## config.mk

```make
export PLATFORM = sky130hd
export DESIGN_NAME = icmp_probe_reply_classifier_top
export DESIGN_NICKNAME = d
export VERILOG_FILES = /design/src/sv/icpc_pkg.sv /design/src/sv/icpc_front.sv /design/src/sv/icpc_fifo.sv /design/src/sv/icpc_back.sv /design/src/sv/icmp_probe_reply_classifier_top.sv
export SDC_FILE = /design/constraint.sdc
export NUM_CORES = 1
export LEC_CHECK = 0
export ABC_CLOCK_PERIOD_IN_PS = 8000
export BUFFER_PORTS_ARGS = -buffer_cell sky130_fd_sc_hd__clkbuf_2
export CORE_MARGIN = 1.5
export CORE_UTILIZATION = 50
export CTS_CLUSTER_SIZE = 14
export DETAILED_ROUTE_END_ITERATION = 6
export PLACE_DENSITY = 0.66
export SETUP_SLACK_MARGIN = 0.02
export SYNTH_ARGS = -nofsm -noshare
export SYNTH_HDL_FRONTEND = slang
export SYNTH_HIERARCHICAL = 1
export SYNTH_SLANG_ARGS = --single-unit
export TNS_END_PERCENT = 10
```

## constraint.sdc

```tcl
create_clock -name i_clk -period 8 [get_ports i_clk]
set_input_delay 1.6 -clock i_clk [delete_from_list [all_inputs] [get_ports i_clk]]
set_output_delay 1.6 -clock i_clk [all_outputs]
set_load 0.005 [all_outputs]
```

## src/sv/icpc_pkg.sv

```systemverilog
// Shared types and constants of the ICMP probe reply classifier.
package icpc_pkg;

    typedef enum logic [1:0] {
        CLS_NOT_OURS = 2'd0,
        CLS_ROUTER   = 2'd1,
        CLS_DEST     = 2'd2
    } t_reply_class;

    typedef enum logic {
        CFG_SOURCE_PORT        = 1'b0,
        CFG_EXPECTED_DEST_PORT = 1'b1
    } t_cfg_index;

    localparam int unsigned CFG_ADDR_W = 1;
    localparam int unsigned CFG_DATA_W = 16;

    localparam logic [15:0] SOURCE_PORT_RESET = 16'd0;
    localparam logic [15:0] DEST_PORT_RESET   = 16'd33436;

    localparam logic [7:0] TYPE_TIME_EXCEEDED = 8'd11;
    localparam logic [7:0] TYPE_DEST_UNREACH  = 8'd3;
    localparam logic [7:0] CODE_TTL_EXPIRED   = 8'd0;
    localparam logic [7:0] CODE_PORT_UNREACH  = 8'd3;
    localparam logic [7:0] PROTO_UDP          = 8'd17;

    // Byte offsets from the start of the ICMP message
    localparam logic [15:0] OFS_CODE       = 16'd1;
    localparam logic [15:0] OFS_INNER_IHL  = 16'd8;
    localparam logic [15:0] OFS_INNER_PROT = 16'd17;
    localparam logic [15:0] ICMP_MIN_BYTES = 16'd36;

    localparam logic [15:0] POS_MAX = 16'hFFFF;

    localparam int unsigned FIFO_DEPTH = 2;
    localparam int unsigned FIFO_PTR_W = $clog2(FIFO_DEPTH);

    typedef struct packed {
        logic         valid;
        t_reply_class cls;
    } t_push;

    typedef struct packed {
        logic full;
        logic empty;
    } t_fifo_stat;

endpackage

```

## src/sv/icpc_front.sv

```systemverilog
// Front end: byte position tracking, header field capture and reply classification.
module icpc_front #(
    parameter int unsigned MAX_PACKET_BYTES = 2048
) (
    input  logic                              i_clk,
    input  logic                              i_rst_n,
    input  logic                              i_cfg_we,
    input  logic [icpc_pkg::CFG_ADDR_W-1:0]   i_cfg_addr,
    input  logic [icpc_pkg::CFG_DATA_W-1:0]   i_cfg_wdata,
    input  logic                              i_valid,
    input  logic [7:0]                        i_byte,
    input  logic                              i_last,
    input  icpc_pkg::t_fifo_stat              i_stat,
    output logic                              o_ready,
    output icpc_pkg::t_push                   o_push
);

    localparam logic [15:0] MAX_POS = 16'(MAX_PACKET_BYTES);

    logic [15:0] r_src_cfg, r_dst_cfg;
    logic [15:0] r_pos, n_pos;
    logic [5:0]  r_h1, n_h1;
    logic [5:0]  r_ih, n_ih;
    logic [7:0]  r_type, n_type;
    logic [7:0]  r_code, n_code;
    logic [7:0]  r_prot, n_prot;
    logic [15:0] r_sport, n_sport;
    logic [15:0] r_dport, n_dport;
    logic [3:0]  r_seen, n_seen;

    logic        accept;
    logic        in_range;
    logic [15:0] h1_ext;
    logic [15:0] udp_base;
    logic [15:0] total;
    icpc_pkg::t_reply_class cls;

    assign o_ready = !i_stat.full;
    assign accept  = i_valid && o_ready;

    always_ff @(posedge i_clk) begin
        if (!i_rst_n) begin
            r_src_cfg <= icpc_pkg::SOURCE_PORT_RESET;
            r_dst_cfg <= icpc_pkg::DEST_PORT_RESET;
        end else if (i_cfg_we) begin
            case (icpc_pkg::t_cfg_index'(i_cfg_addr))
                icpc_pkg::CFG_SOURCE_PORT:        r_src_cfg <= i_cfg_wdata;
                icpc_pkg::CFG_EXPECTED_DEST_PORT: r_dst_cfg <= i_cfg_wdata;
                default: ;
            endcase
        end
    end

    always_comb begin
        in_range = r_pos < MAX_POS;
        n_h1     = r_h1;
        n_type   = r_type;
        n_code   = r_code;
        n_ih     = r_ih;
        n_prot   = r_prot;
        n_sport  = r_sport;
        n_dport  = r_dport;
        n_seen   = r_seen;

        if (in_range && r_pos == 16'd0) begin
            n_h1 = {i_byte[3:0], 2'b00};
        end
        h1_ext = {10'd0, n_h1};
        if (in_range && r_pos == h1_ext) begin
            n_type = i_byte;
        end
        if (in_range && r_pos == h1_ext + icpc_pkg::OFS_CODE) begin
            n_code    = i_byte;
            n_seen[0] = 1'b1;
        end
        if (in_range && r_pos == h1_ext + icpc_pkg::OFS_INNER_IHL) begin
            n_ih = {i_byte[3:0], 2'b00};
        end
        if (in_range && r_pos == h1_ext + icpc_pkg::OFS_INNER_PROT) begin
            n_prot    = i_byte;
            n_seen[1] = 1'b1;
        end
        // Embedded UDP header starts after the ICMP header and the inner IP header
        udp_base = h1_ext + icpc_pkg::OFS_INNER_IHL + {10'd0, n_ih};
        if (in_range && r_pos == udp_base) begin
            n_sport[15:8] = i_byte;
        end
        if (in_range && r_pos == udp_base + 16'd1) begin
            n_sport[7:0] = i_byte;
            n_seen[2]    = 1'b1;
        end
        if (in_range && r_pos == udp_base + 16'd2) begin
            n_dport[15:8] = i_byte;
        end
        if (in_range && r_pos == udp_base + 16'd3) begin
            n_dport[7:0] = i_byte;
            n_seen[3]    = 1'b1;
        end

        n_pos = (r_pos != icpc_pkg::POS_MAX) ? r_pos + 16'd1 : r_pos;
        total = (n_pos > MAX_POS) ? MAX_POS : n_pos;

        cls = icpc_pkg::CLS_NOT_OURS;
        if (total >= h1_ext + icpc_pkg::ICMP_MIN_BYTES && n_seen == 4'hF &&
            n_prot == icpc_pkg::PROTO_UDP && n_sport == r_src_cfg &&
            n_dport == r_dst_cfg) begin
            if (n_type == icpc_pkg::TYPE_TIME_EXCEEDED &&
                n_code == icpc_pkg::CODE_TTL_EXPIRED) begin
                cls = icpc_pkg::CLS_ROUTER;
            end else if (n_type == icpc_pkg::TYPE_DEST_UNREACH &&
                         n_code == icpc_pkg::CODE_PORT_UNREACH) begin
                cls = icpc_pkg::CLS_DEST;
            end
        end

        o_push.valid = accept && i_last;
        o_push.cls   = cls;
    end

    always_ff @(posedge i_clk) begin
        if (!i_rst_n || (accept && i_last)) begin
            r_pos   <= '0;
            r_h1    <= '0;
            r_ih    <= '0;
            r_type  <= '0;
            r_code  <= '0;
            r_prot  <= '0;
            r_sport <= '0;
            r_dport <= '0;
            r_seen  <= '0;
        end else if (accept) begin
            r_pos   <= n_pos;
            r_h1    <= n_h1;
            r_ih    <= n_ih;
            r_type  <= n_type;
            r_code  <= n_code;
            r_prot  <= n_prot;
            r_sport <= n_sport;
            r_dport <= n_dport;
            r_seen  <= n_seen;
        end
    end

endmodule

```

## src/sv/icpc_fifo.sv

```systemverilog
// Short class queue between the front end and the output stage.
module icpc_fifo (
    input  logic                   i_clk,
    input  logic                   i_rst_n,
    input  icpc_pkg::t_push        i_push,
    input  logic                   i_pop,
    output icpc_pkg::t_fifo_stat   o_stat,
    output icpc_pkg::t_reply_class o_head
);

    icpc_pkg::t_reply_class r_mem [icpc_pkg::FIFO_DEPTH];
    logic [icpc_pkg::FIFO_PTR_W-1:0] r_wr, r_rd;
    logic [icpc_pkg::FIFO_PTR_W:0]   r_cnt;
    logic                            do_pop;

    assign o_stat.full  = r_cnt == (icpc_pkg::FIFO_PTR_W+1)'(icpc_pkg::FIFO_DEPTH);
    assign o_stat.empty = r_cnt == '0;
    assign o_head       = r_mem[r_rd];
    assign do_pop       = i_pop && !o_stat.empty;

    always_ff @(posedge i_clk) begin
        if (i_push.valid) begin
            r_mem[r_wr] <= i_push.cls;
        end
    end

    always_ff @(posedge i_clk) begin
        if (!i_rst_n) begin
            r_wr  <= '0;
            r_rd  <= '0;
            r_cnt <= '0;
        end else begin
            if (i_push.valid) begin
                r_wr <= r_wr + 1'b1;
            end
            if (do_pop) begin
                r_rd <= r_rd + 1'b1;
            end
            case ({i_push.valid, do_pop})
                2'b10:   r_cnt <= r_cnt + 1'b1;
                2'b01:   r_cnt <= r_cnt - 1'b1;
                default: r_cnt <= r_cnt;
            endcase
        end
    end

endmodule

```

## src/sv/icpc_back.sv

```systemverilog
// Output stage: registered result word toward the downstream sink.
module icpc_back (
    input  logic                   i_clk,
    input  logic                   i_rst_n,
    input  icpc_pkg::t_fifo_stat   i_stat,
    input  icpc_pkg::t_reply_class i_head,
    input  logic                   i_ready,
    output logic                   o_pop,
    output logic                   o_valid,
    output logic [7:0]             o_data
);

    logic                   r_valid;
    icpc_pkg::t_reply_class r_cls;

    // Refill when the held word is gone or leaves this cycle
    assign o_pop   = !i_stat.empty && (!r_valid || i_ready);
    assign o_valid = r_valid;
    assign o_data  = {6'd0, r_cls};

    always_ff @(posedge i_clk) begin
        if (!i_rst_n) begin
            r_valid <= 1'b0;
        end else if (o_pop) begin
            r_valid <= 1'b1;
        end else if (i_ready) begin
            r_valid <= 1'b0;
        end
    end

    always_ff @(posedge i_clk) begin
        if (o_pop) begin
            r_cls <= i_head;
        end
    end

endmodule

```

## src/sv/icmp_probe_reply_classifier_top.sv

```systemverilog
// Top level of the ICMP probe reply classifier.
//
//  channel   | direction | handshake        | contents
//  s_axis    | in        | tvalid / tready  | tdata[7:0] data_byte, tlast last_byte
//  m_axis    | out       | tvalid / tready  | tdata[1:0] reply_class, [7:2] zero
//  cfg       | in        | we only          | addr 0 source_port, 1 expected_dest_port
//
// One byte is taken every cycle while the class queue has room.
// A tlast byte's class is queued, then sent on m_axis from the output register.
// The queue holds two words plus one in the output register, so a stall on
// m_axis stops s_axis only once all three are full.
// Reset is synchronous; no clearing pass, the block is ready right after it.
module icmp_probe_reply_classifier_top #(
    parameter int unsigned MAX_PACKET_BYTES = 2048
) (
    input  logic                            i_clk,
    input  logic                            i_rst_n,
    input  logic                            i_cfg_we,
    input  logic [icpc_pkg::CFG_ADDR_W-1:0] i_cfg_addr,
    input  logic [icpc_pkg::CFG_DATA_W-1:0] i_cfg_wdata,
    input  logic                            i_s_axis_tvalid,
    output logic                            o_s_axis_tready,
    input  logic [7:0]                      i_s_axis_tdata,  // [7:0] data_byte
    input  logic                            i_s_axis_tlast,
    output logic                            o_m_axis_tvalid,
    input  logic                            i_m_axis_tready,
    output logic [7:0]                      o_m_axis_tdata   // [1:0] reply_class
);

    icpc_pkg::t_push        push;
    icpc_pkg::t_fifo_stat   stat;
    icpc_pkg::t_reply_class head;
    logic                   pop;

    icpc_front #(
        .MAX_PACKET_BYTES(MAX_PACKET_BYTES)
    ) u_front (
        .i_clk       (i_clk),
        .i_rst_n     (i_rst_n),
        .i_cfg_we    (i_cfg_we),
        .i_cfg_addr  (i_cfg_addr),
        .i_cfg_wdata (i_cfg_wdata),
        .i_valid     (i_s_axis_tvalid),
        .i_byte      (i_s_axis_tdata),
        .i_last      (i_s_axis_tlast),
        .i_stat      (stat),
        .o_ready     (o_s_axis_tready),
        .o_push      (push)
    );

    icpc_fifo u_fifo (
        .i_clk   (i_clk),
        .i_rst_n (i_rst_n),
        .i_push  (push),
        .i_pop   (pop),
        .o_stat  (stat),
        .o_head  (head)
    );

    icpc_back u_back (
        .i_clk   (i_clk),
        .i_rst_n (i_rst_n),
        .i_stat  (stat),
        .i_head  (head),
        .i_ready (i_m_axis_tready),
        .o_pop   (pop),
        .o_valid (o_m_axis_tvalid),
        .o_data  (o_m_axis_tdata)
    );

endmodule

```

==> metrics list, run 1 <==
- Diodes inserted: 0
- Net switching share of the total power: 0.315
- Half-perimeter wire length after detailed placement: 16,600 um
* Share of the clock period used by the worst path after layout: 0.949
* Ports placed on the boundary: 41
* Final critical delay including setup and external delays: 7.59 ns
* Data arrival time of the worst path: 7.79 ns
- Number of warnings printed during yosys synthesis: 6
* Total of max-cap violations: 0
- Cell area after placement: 0.00895 mm2
- The clock arrives with 0.00869 ns of skew.
* Data required time of the worst path: 8.19 ns
* Number of placed cells counting well taps: 1,281
- Slew of the pin with the lowest slew margin: 1.13 ns
* Fraction of final layout cells sized beyond drive strength 1: 0.102
- VDD sags by at most 0.160 mV.
- Yosys attributes the largest share of cell area to dfxtp_1, mux2i_1, xnor2_1.
- Vias/cell: 5.77
- Ranked by instance count, the synthesized netlist is headed by nor2_1, dfxtp_1, nand2_1.
- Crit path kind: flip-flop to flip-flop
* Unrepaired setup endpoints after global routing: yes
* Cell at the root of the clock tree: clkbuf_16
- Crit. End Element: flip-flop
- In this run the remaining antenna-violating nets after routing total 0.
- Detailed Route Iter0 Violations: 763
* Largest net degree at the start of global routing: 83
* Syn-to-layout area delta: 10.6%
- Relative contribution of combinational cells to total power: 0.213
- Achievable clock frequency: 0.132 GHz
* Number of hold buffers added after CTS: 0
- CTS sink cnt: 132
- Clock buffer count from CTS: 17
- Most frequently used cell type in the post-synthesis netlist: nor2_1
- Leakage: 3.70 nW
- In the final routed layout, each cell accounts on average for 17.7 um.
- The count of pins over their slew limit was 0.
* Synthesized cell area: 0.00862 mm2
* Total global routing overflow: 0
* Final Instance Area: 0.00953 mm2
- # setup viols final: 0
- Share of flip-flops with an asynchronous set or reset: 0
- Clock-pin slew was measured on the worst setup and hold paths at 0.06 ns.
* Global Route Usage Sum: 0.264
- TritonCTS built the clock tree.
* Relative contribution of the clock network to total power: 0.407
- Startpoint types: flip-flop
- The net count of the finished layout is 1,137.
* Critical-path maximum fanout: 11
* Wire length after detailed routing: 23,200 um
- In the routed design, unresolved DRC markers number 0.
- Sw power: 0.589 mW
- Among all flip-flop cells after synthesis, the most frequent one is dfxtp_1.
* Final number of hold-violating endpoints: 0
- Measured against its own limit, the worst slew margin works out to 0.246.
- The clock passes through at most 2 buffers.
* Synthesized instance count: 1,072
- Max H-tree Level: 4
* Class of the tightest hold or removal check: flip-flop to flip-flop
* Die outline area: 0.0180 mm2
* Initial antenna violation count: 0
- Number of enable flip-flop cells after synthesis: 6
- Synth Register Bits: 132
- Synthesized area per cell: 8.04 um2
* Vias: 7,572
- Util after Layout: 0.571
- Number of placement rows: 47
- The die is 134 um wide.
* Share of the synthesized area in the top cell type: 0.293
* Final worst hold slack: 0.463 ns
- Area leader, netlist: dfxtp_1
* Die height: 134 um
* TNS Setup: 0 ns
* Proportion of synthesized chip area in sequential cells: 0.314
- The netlist uses 74 different library cells.
* Via count of the first global-routing pass: 6,830
- Routability congestion estimate: 0.924
* First-pass GRT wire length: 37,200 um
- After the flow finishes, the layout carries non-filler instances totaling 1,313.
* Effective utilization at floorplan: 0.516
* Clock insertion delay at the later pin of the skew report: 0.42 ns
* Number of detailed-routing iterations run before antenna repair: 6
- After filler insertion, the fill cell instance count of the layout stands at 1,578.
- Of the total power, registers draw 0.379.
- Internal Power: 1.28 mW
- The floorplan step defined a core boundary enclosing 0.0167 mm2.
- Power density over cell area: 196 mW/mm2
- Number of port buffers: 34
- The run finished with clean final reports.
kinds of logic (layout without fill, tap and decap cells):
family / after synthesis / count (layout) / share of synthesized area
mux: 78 / 78 / 0.0916
xor+xnor: 98 / 98 / 0.106
other cells: 1 / 6 / 0.000435
fa+ha+maj: 26 / 26 / 0.0386
flops: 132 / 132 / 0.314
compound gates: 185 / 185 / 0.149
buf+inv: 117 / 133 / 0.0549
simple gates: 435 / 435 / 0.246
power groups by stage:
stage	Sequential [mW]	Combinational [mW]	Clock (mW)
finish	0.709	0.399	0.761
global route	0.712	0.439	0.803
CTS	0.709	0.391	0.776
detailed placement	0.723	0.388	0
global placement	0.723	0.387	0
floorplan	0.716	0.294	0
placed cells by master (no fill, tap or decap), drive strengths merged, types with 5 or more instances in the layout:
master	instances
nor2	139
dfxtp	126
nand2	124
mux2i	71
xnor2	61
clkbuf	52
inv	50
a21oi	44
xor2	33
a21boi	30
o21ai	28
nand3	26
ha	25
buf	24
nor3	22
nor4	21
and2	14
nand2b	13
nand4	13
nor2b	12
and3	11
o211ai	8
or3	8
mux2	7
a31oi	7
a211oi	7
a2111oi	7
conb	6
edfxtp	6
nor4b	6
o21a	6
o22ai	5
nor3b	5
o211a	5
or4	5
layout make-up:
cell class / instances / area, um2 / area share
Clock buffer: 18 / 429 / 0.0450
Clock inverter: 14 / 139 / 0.0146
Inverter: 43 / 161 / 0.0169
Multi-Input combinational cell: 828 / 5470 / 0.574
Sequential cell: 132 / 2700 / 0.284
Tap cell: 220 / 275 / 0.0289
Timing Repair Buffer: 58 / 350 / 0.0368
flip-flops by register name (all words and copies together) (netlist names), 4 cells and up, named ones only:
| register | flops |
|---|---|
| u_front/r_pos | 16 |
| u_front/r_code | 8 |
| u_front/r_dst_cfg | 16 |
| u_front/r_type | 8 |
| u_front/r_ih | 6 |
| u_front/r_src_cfg | 16 |
| u_front/r_dport | 16 |
| u_front/r_h1 | 6 |
| u_fifo/r_mem | 4 |
| u_front/r_sport | 16 |
| u_front/r_prot | 8 |
| u_front/r_seen | 4 |
critical path, stage by stage, from the launching register on:
cell       delay (ns)
dfxtp_1          0.36
or4_4            0.58
or4_1            0.55
nor2_1           0.24
buf_4            0.23
a21boi_0         0.23
inv_1            0.14
ha_1             0.21
xor2_1           0.24
xnor2_1          0.15
nand4_1          0.22
buf_4            0.23
mux2_2           0.27
ha_1             0.40
nor2b_1          0.18
a221oi_1         0.34
o311ai_2         0.29
or3_4            0.42
a2111oi_4        0.29
buf_4            0.22
mux2_2           0.36
a222oi_1         0.36
o211a_1          0.23
o211a_1          0.16
nand4_2          0.08
nor4_1           0.40
through the flow:
stage          setup slack (ns)  total power [mW]
2_1_floorplan             0.571              1.01
3_3_place_gp              0.556              1.11
3_5_place_dp              0.307              1.11
4_1_cts                   0.323              1.88
5_1_grt                 -0.0829              1.95
6_report                  0.406              1.87
what timing repair did:
action	CTS	global route
resized for setup	0	2
endpoints found under the setup margin	0	4
hold endpoints to repair	0	0
buffers inserted	0	0
final timing paths:
path                          start                  to  slack, ns  depth (start not counted)
setup / recovery   u_front/r_pos[9]  u_fifo/r_mem[0][1]       0.41                         25
hold / removal    u_front/r_seen[0]   u_front/r_seen[0]       0.46                          2
setup reg to reg   u_front/r_pos[9]  u_fifo/r_mem[0][1]       0.41                         25
hold reg to reg   u_front/r_seen[0]   u_front/r_seen[0]       0.46                          2
metal layers:
metal | track usage | share of wire | up-vias
li1 | - | - | 3746
met1 | 0.387 | 0.49 | 3520
met2 | 0.401 | 0.43 | 280
met3 | 0.0404 | 0.064 | 26
met4 | 0.0723 | 0.015 | 0
met5 | 0 | 0 | -
(Power assumes the default switching activity.)
==> inputs of run 2 (changes only) <==
--- a/config.mk
+++ b/config.mk
@@ -5,13 +5,13 @@
 export SDC_FILE = /design/constraint.sdc
 export NUM_CORES = 1
 export LEC_CHECK = 0
-export ABC_CLOCK_PERIOD_IN_PS = 8000
+export ABC_CLOCK_PERIOD_IN_PS = 6100
 export BUFFER_PORTS_ARGS = -buffer_cell sky130_fd_sc_hd__clkbuf_2
 export CORE_MARGIN = 1.5
 export CORE_UTILIZATION = 50
 export CTS_CLUSTER_SIZE = 14
 export DETAILED_ROUTE_END_ITERATION = 6
-export PLACE_DENSITY = 0.66
+export PLACE_DENSITY = 0.69
 export SETUP_SLACK_MARGIN = 0.02
 export SYNTH_ARGS = -nofsm -noshare
 export SYNTH_HDL_FRONTEND = slang
==> constraint.sdc (replaced) <==
create_clock -name i_clk -period 6.1 [get_ports i_clk]
set_input_delay 1.22 -clock i_clk [delete_from_list [all_inputs] [get_ports i_clk]]
set_output_delay 1.22 -clock i_clk [all_outputs]
set_load 0.005 [all_outputs]
==> run 2 against run 1 <==
Register-to-register slack got worse by 0.64 ns. Worst setup slack got worse by 0.64 ns. Flip-flop and latch count did not move. Global-route usage rose by 1.6 points. The run now ends with setup timing left. First-iteration DRC count rose by 3.3%. Power rose by 39%. Critical path depth rose by 1. Non-clock buffer count rose by 85. Combinational power rose by 61%. Design area rose by 9.3%.
==> metrics list, run 2 (synthesis gave the netlist of run 1 again) <==
* Post-detailed-route wirelength per cell: 17.4 um
- Slowest stage cell on the critical path: or4_4
- The count of pins over their slew limit was 0.
- After layout, the minimum clock period comes to 6.33 ns.
* Number of hold buffers added after CTS: 0
- Power density over cell area: 250 mW/mm2
- CTS clock-pin slew for the worst setup and hold paths: 0.06 ns
- Effective utilization at floorplan: 0.516
- By startpoint and endpoint, the worst setup path is classified as flip-flop to flip-flop.
* Total global routing overflow: 0
- Largest net degree at the start of global routing: 42
- Number of detailed-routing iterations run before antenna repair: 5
* Outcome: finished, violations left
- In the routed layout, each cell is associated on average with a via count of 5.72.
* Violated checks: setup timing
* # setup viols final: 4
- Cell type with the highest occurrence count on the critical path: or4_4
* Total of max-cap violations: 0
* Wire length after detailed routing: 24,400 um
- Post-place setup slack: -0.226 ns
* Net count of the finished layout: 1,222
- In this run the worst hold path is classified as flip-flop to flip-flop.
- Compared with the post-synthesis result, the final layout area differs by 20.9%.
- Number of port buffers: 34
* Ports placed on the boundary: 41
* First-pass GRT wire length: 39,700 um
- The tree built by TritonCTS fans out to 132 sinks.
- At the later pin of the worst-skew pair, clock insertion delay measures 0.43 ns.
* Most common cell after layout, fill and taps aside: nor2_1
- The core region is 0.0167 mm2.
* Util after Layout: 0.624
- Summed over all cells, the static leakage comes to 4.19 nW.
- Die outline area: 0.0180 mm2
- Relative slew slack: 0.443
- The repair_antennas step left the layout with diodes totalling 0.
- Global Route Usage Sum: 0.280
- The number of endpoints with negative hold slack in the final report came to 0.
* Final worst hold slack: 0.461 ns
- Data required time of the worst path: 6.34 ns
- Derived from the worst setup path, the maximum achievable clock frequency is 0.158 GHz.
- Die span in x: 134 um
- Number of buffers on the longest clock path: 2
* Startpoint types: flip-flop
- Worst-case setup margin in the final layout: -0.229 ns
* CP delay by family, top: simple AND/OR/NAND/NOR gates
- The number of clock buffers added by TritonCTS is 17.
- Data on the critical path arrives at its endpoint at 6.57 ns.
- TritonCTS built the clock tree.
* Highest-count cells in the layout ignoring fill and taps: nor2_1, dfxtp_1, nand2_1, buf_4, mux2i_1
- In the finished design, the share of the clock period the worst path needs comes to 1.04.
* Layout Skew: 0.0127 ns
- Initial antenna violation count: 0
- The routed layout has 7,998 vias.
* Routability congestion estimate: 0.920
* Number of placement rows: 47
* Max H-tree Level: 4
* Half-perimeter wire length after detailed placement: 18,000 um
- The critical path contains buffers and inverters numbering 4 combined.
* Delay of the slowest cell on the worst path: 0.56 ns
* Slew of the pin with the lowest slew margin: 0.832 ns
* Die height: 134 um
- Detailed Route Iter0 Violations: 788
* Crit. End Element: flip-flop
- IR analysis of the VDD net gives a maximum drop of 0.224 mV.
- After detailed routing, the number of remaining DRC violations is 0.
* Via count of the first global-routing pass: 7,563
- Critical-path maximum fanout: 9
- Of the cells placed in the final design, the portion with a size suffix greater than 1 is 0.194.
* Unrepaired setup endpoints after global routing: yes
- The cell sitting at the root of the clock tree is a clkbuf_16.
- ANT nets after route: 0
-- run 2: changes by cell type in the layout (fill, tap and decap cells not counted), moves of 3 or more --
cell,before,now
nor2_1,139,135
a2111oi_1,0,3
nor2_4,0,3
buf_4,24,106
nor4_1,18,15
a2111oi_0,6,2
-- run 2: path summary, 6_finish.rpt --
| check | from | endpoint | slack, ns | cells past startpoint |
|---|---|---|---|---|
| setup / recovery | u_front/r_pos[9] | u_fifo/r_mem[1][0] | -0.23 | 26 |
| hold / removal | u_front/r_seen[3] | u_front/r_seen[3] | 0.46 | 2 |
| setup reg to reg | u_front/r_pos[9] | u_fifo/r_mem[1][0] | -0.23 | 26 |
| hold reg to reg | u_front/r_seen[3] | u_front/r_seen[3] | 0.46 | 2 |
-- run 2: layout make-up --
| cell class | count | area, um2 |
|---|---|---|
| fill | 1483 | 6280 |
| timing repair buffer | 143 | 1020 |
| tap | 220 | 275 |
| inverter | 43 | 161 |
| multi-input combinational | 828 | 5680 |
| sequential | 132 | 2700 |
| clock inverter | 15 | 155 |
| clock buffer | 17 | 425 |
-- run 2: metrics by stage --
step	power [mW]	setup TNS [ns]	cells	instance area (um2)
floorplan	1.34	-1.08	1077	8790
global placement	1.55	-0.0870	1363	9720
detailed placement	1.56	-0.791	1363	9720
CTS	2.59	-1.01	1395	10300
global route	2.71	-2.79	1398	10400
finish	2.60	-0.869	1398	10400
-- run 2: worst min-delay path, stage by stage, from the launching register on --
cell	delay (ns)
dfxtp_1	0.32
inv_1	0.05
a21oi_1	0.05
-- run 2: what timing repair did --
action,4_1_cts,5_1_grt
setup buffers,0,3
endpoints found under the setup margin,6,31
resized for setup,2,23
pin swaps,0,1
-- run 2: layer usage --
metal  global-route usage  share of wire
met1                0.384           0.45
met2                0.445           0.46
met3               0.0472          0.063
met4               0.0944          0.024
met5                    0              0
-- run 2: report_power, final --
part           switching (mW)  internal [mW]
Clock                   0.447          0.580
Combinational           0.350          0.291
Sequential             0.0305          0.901
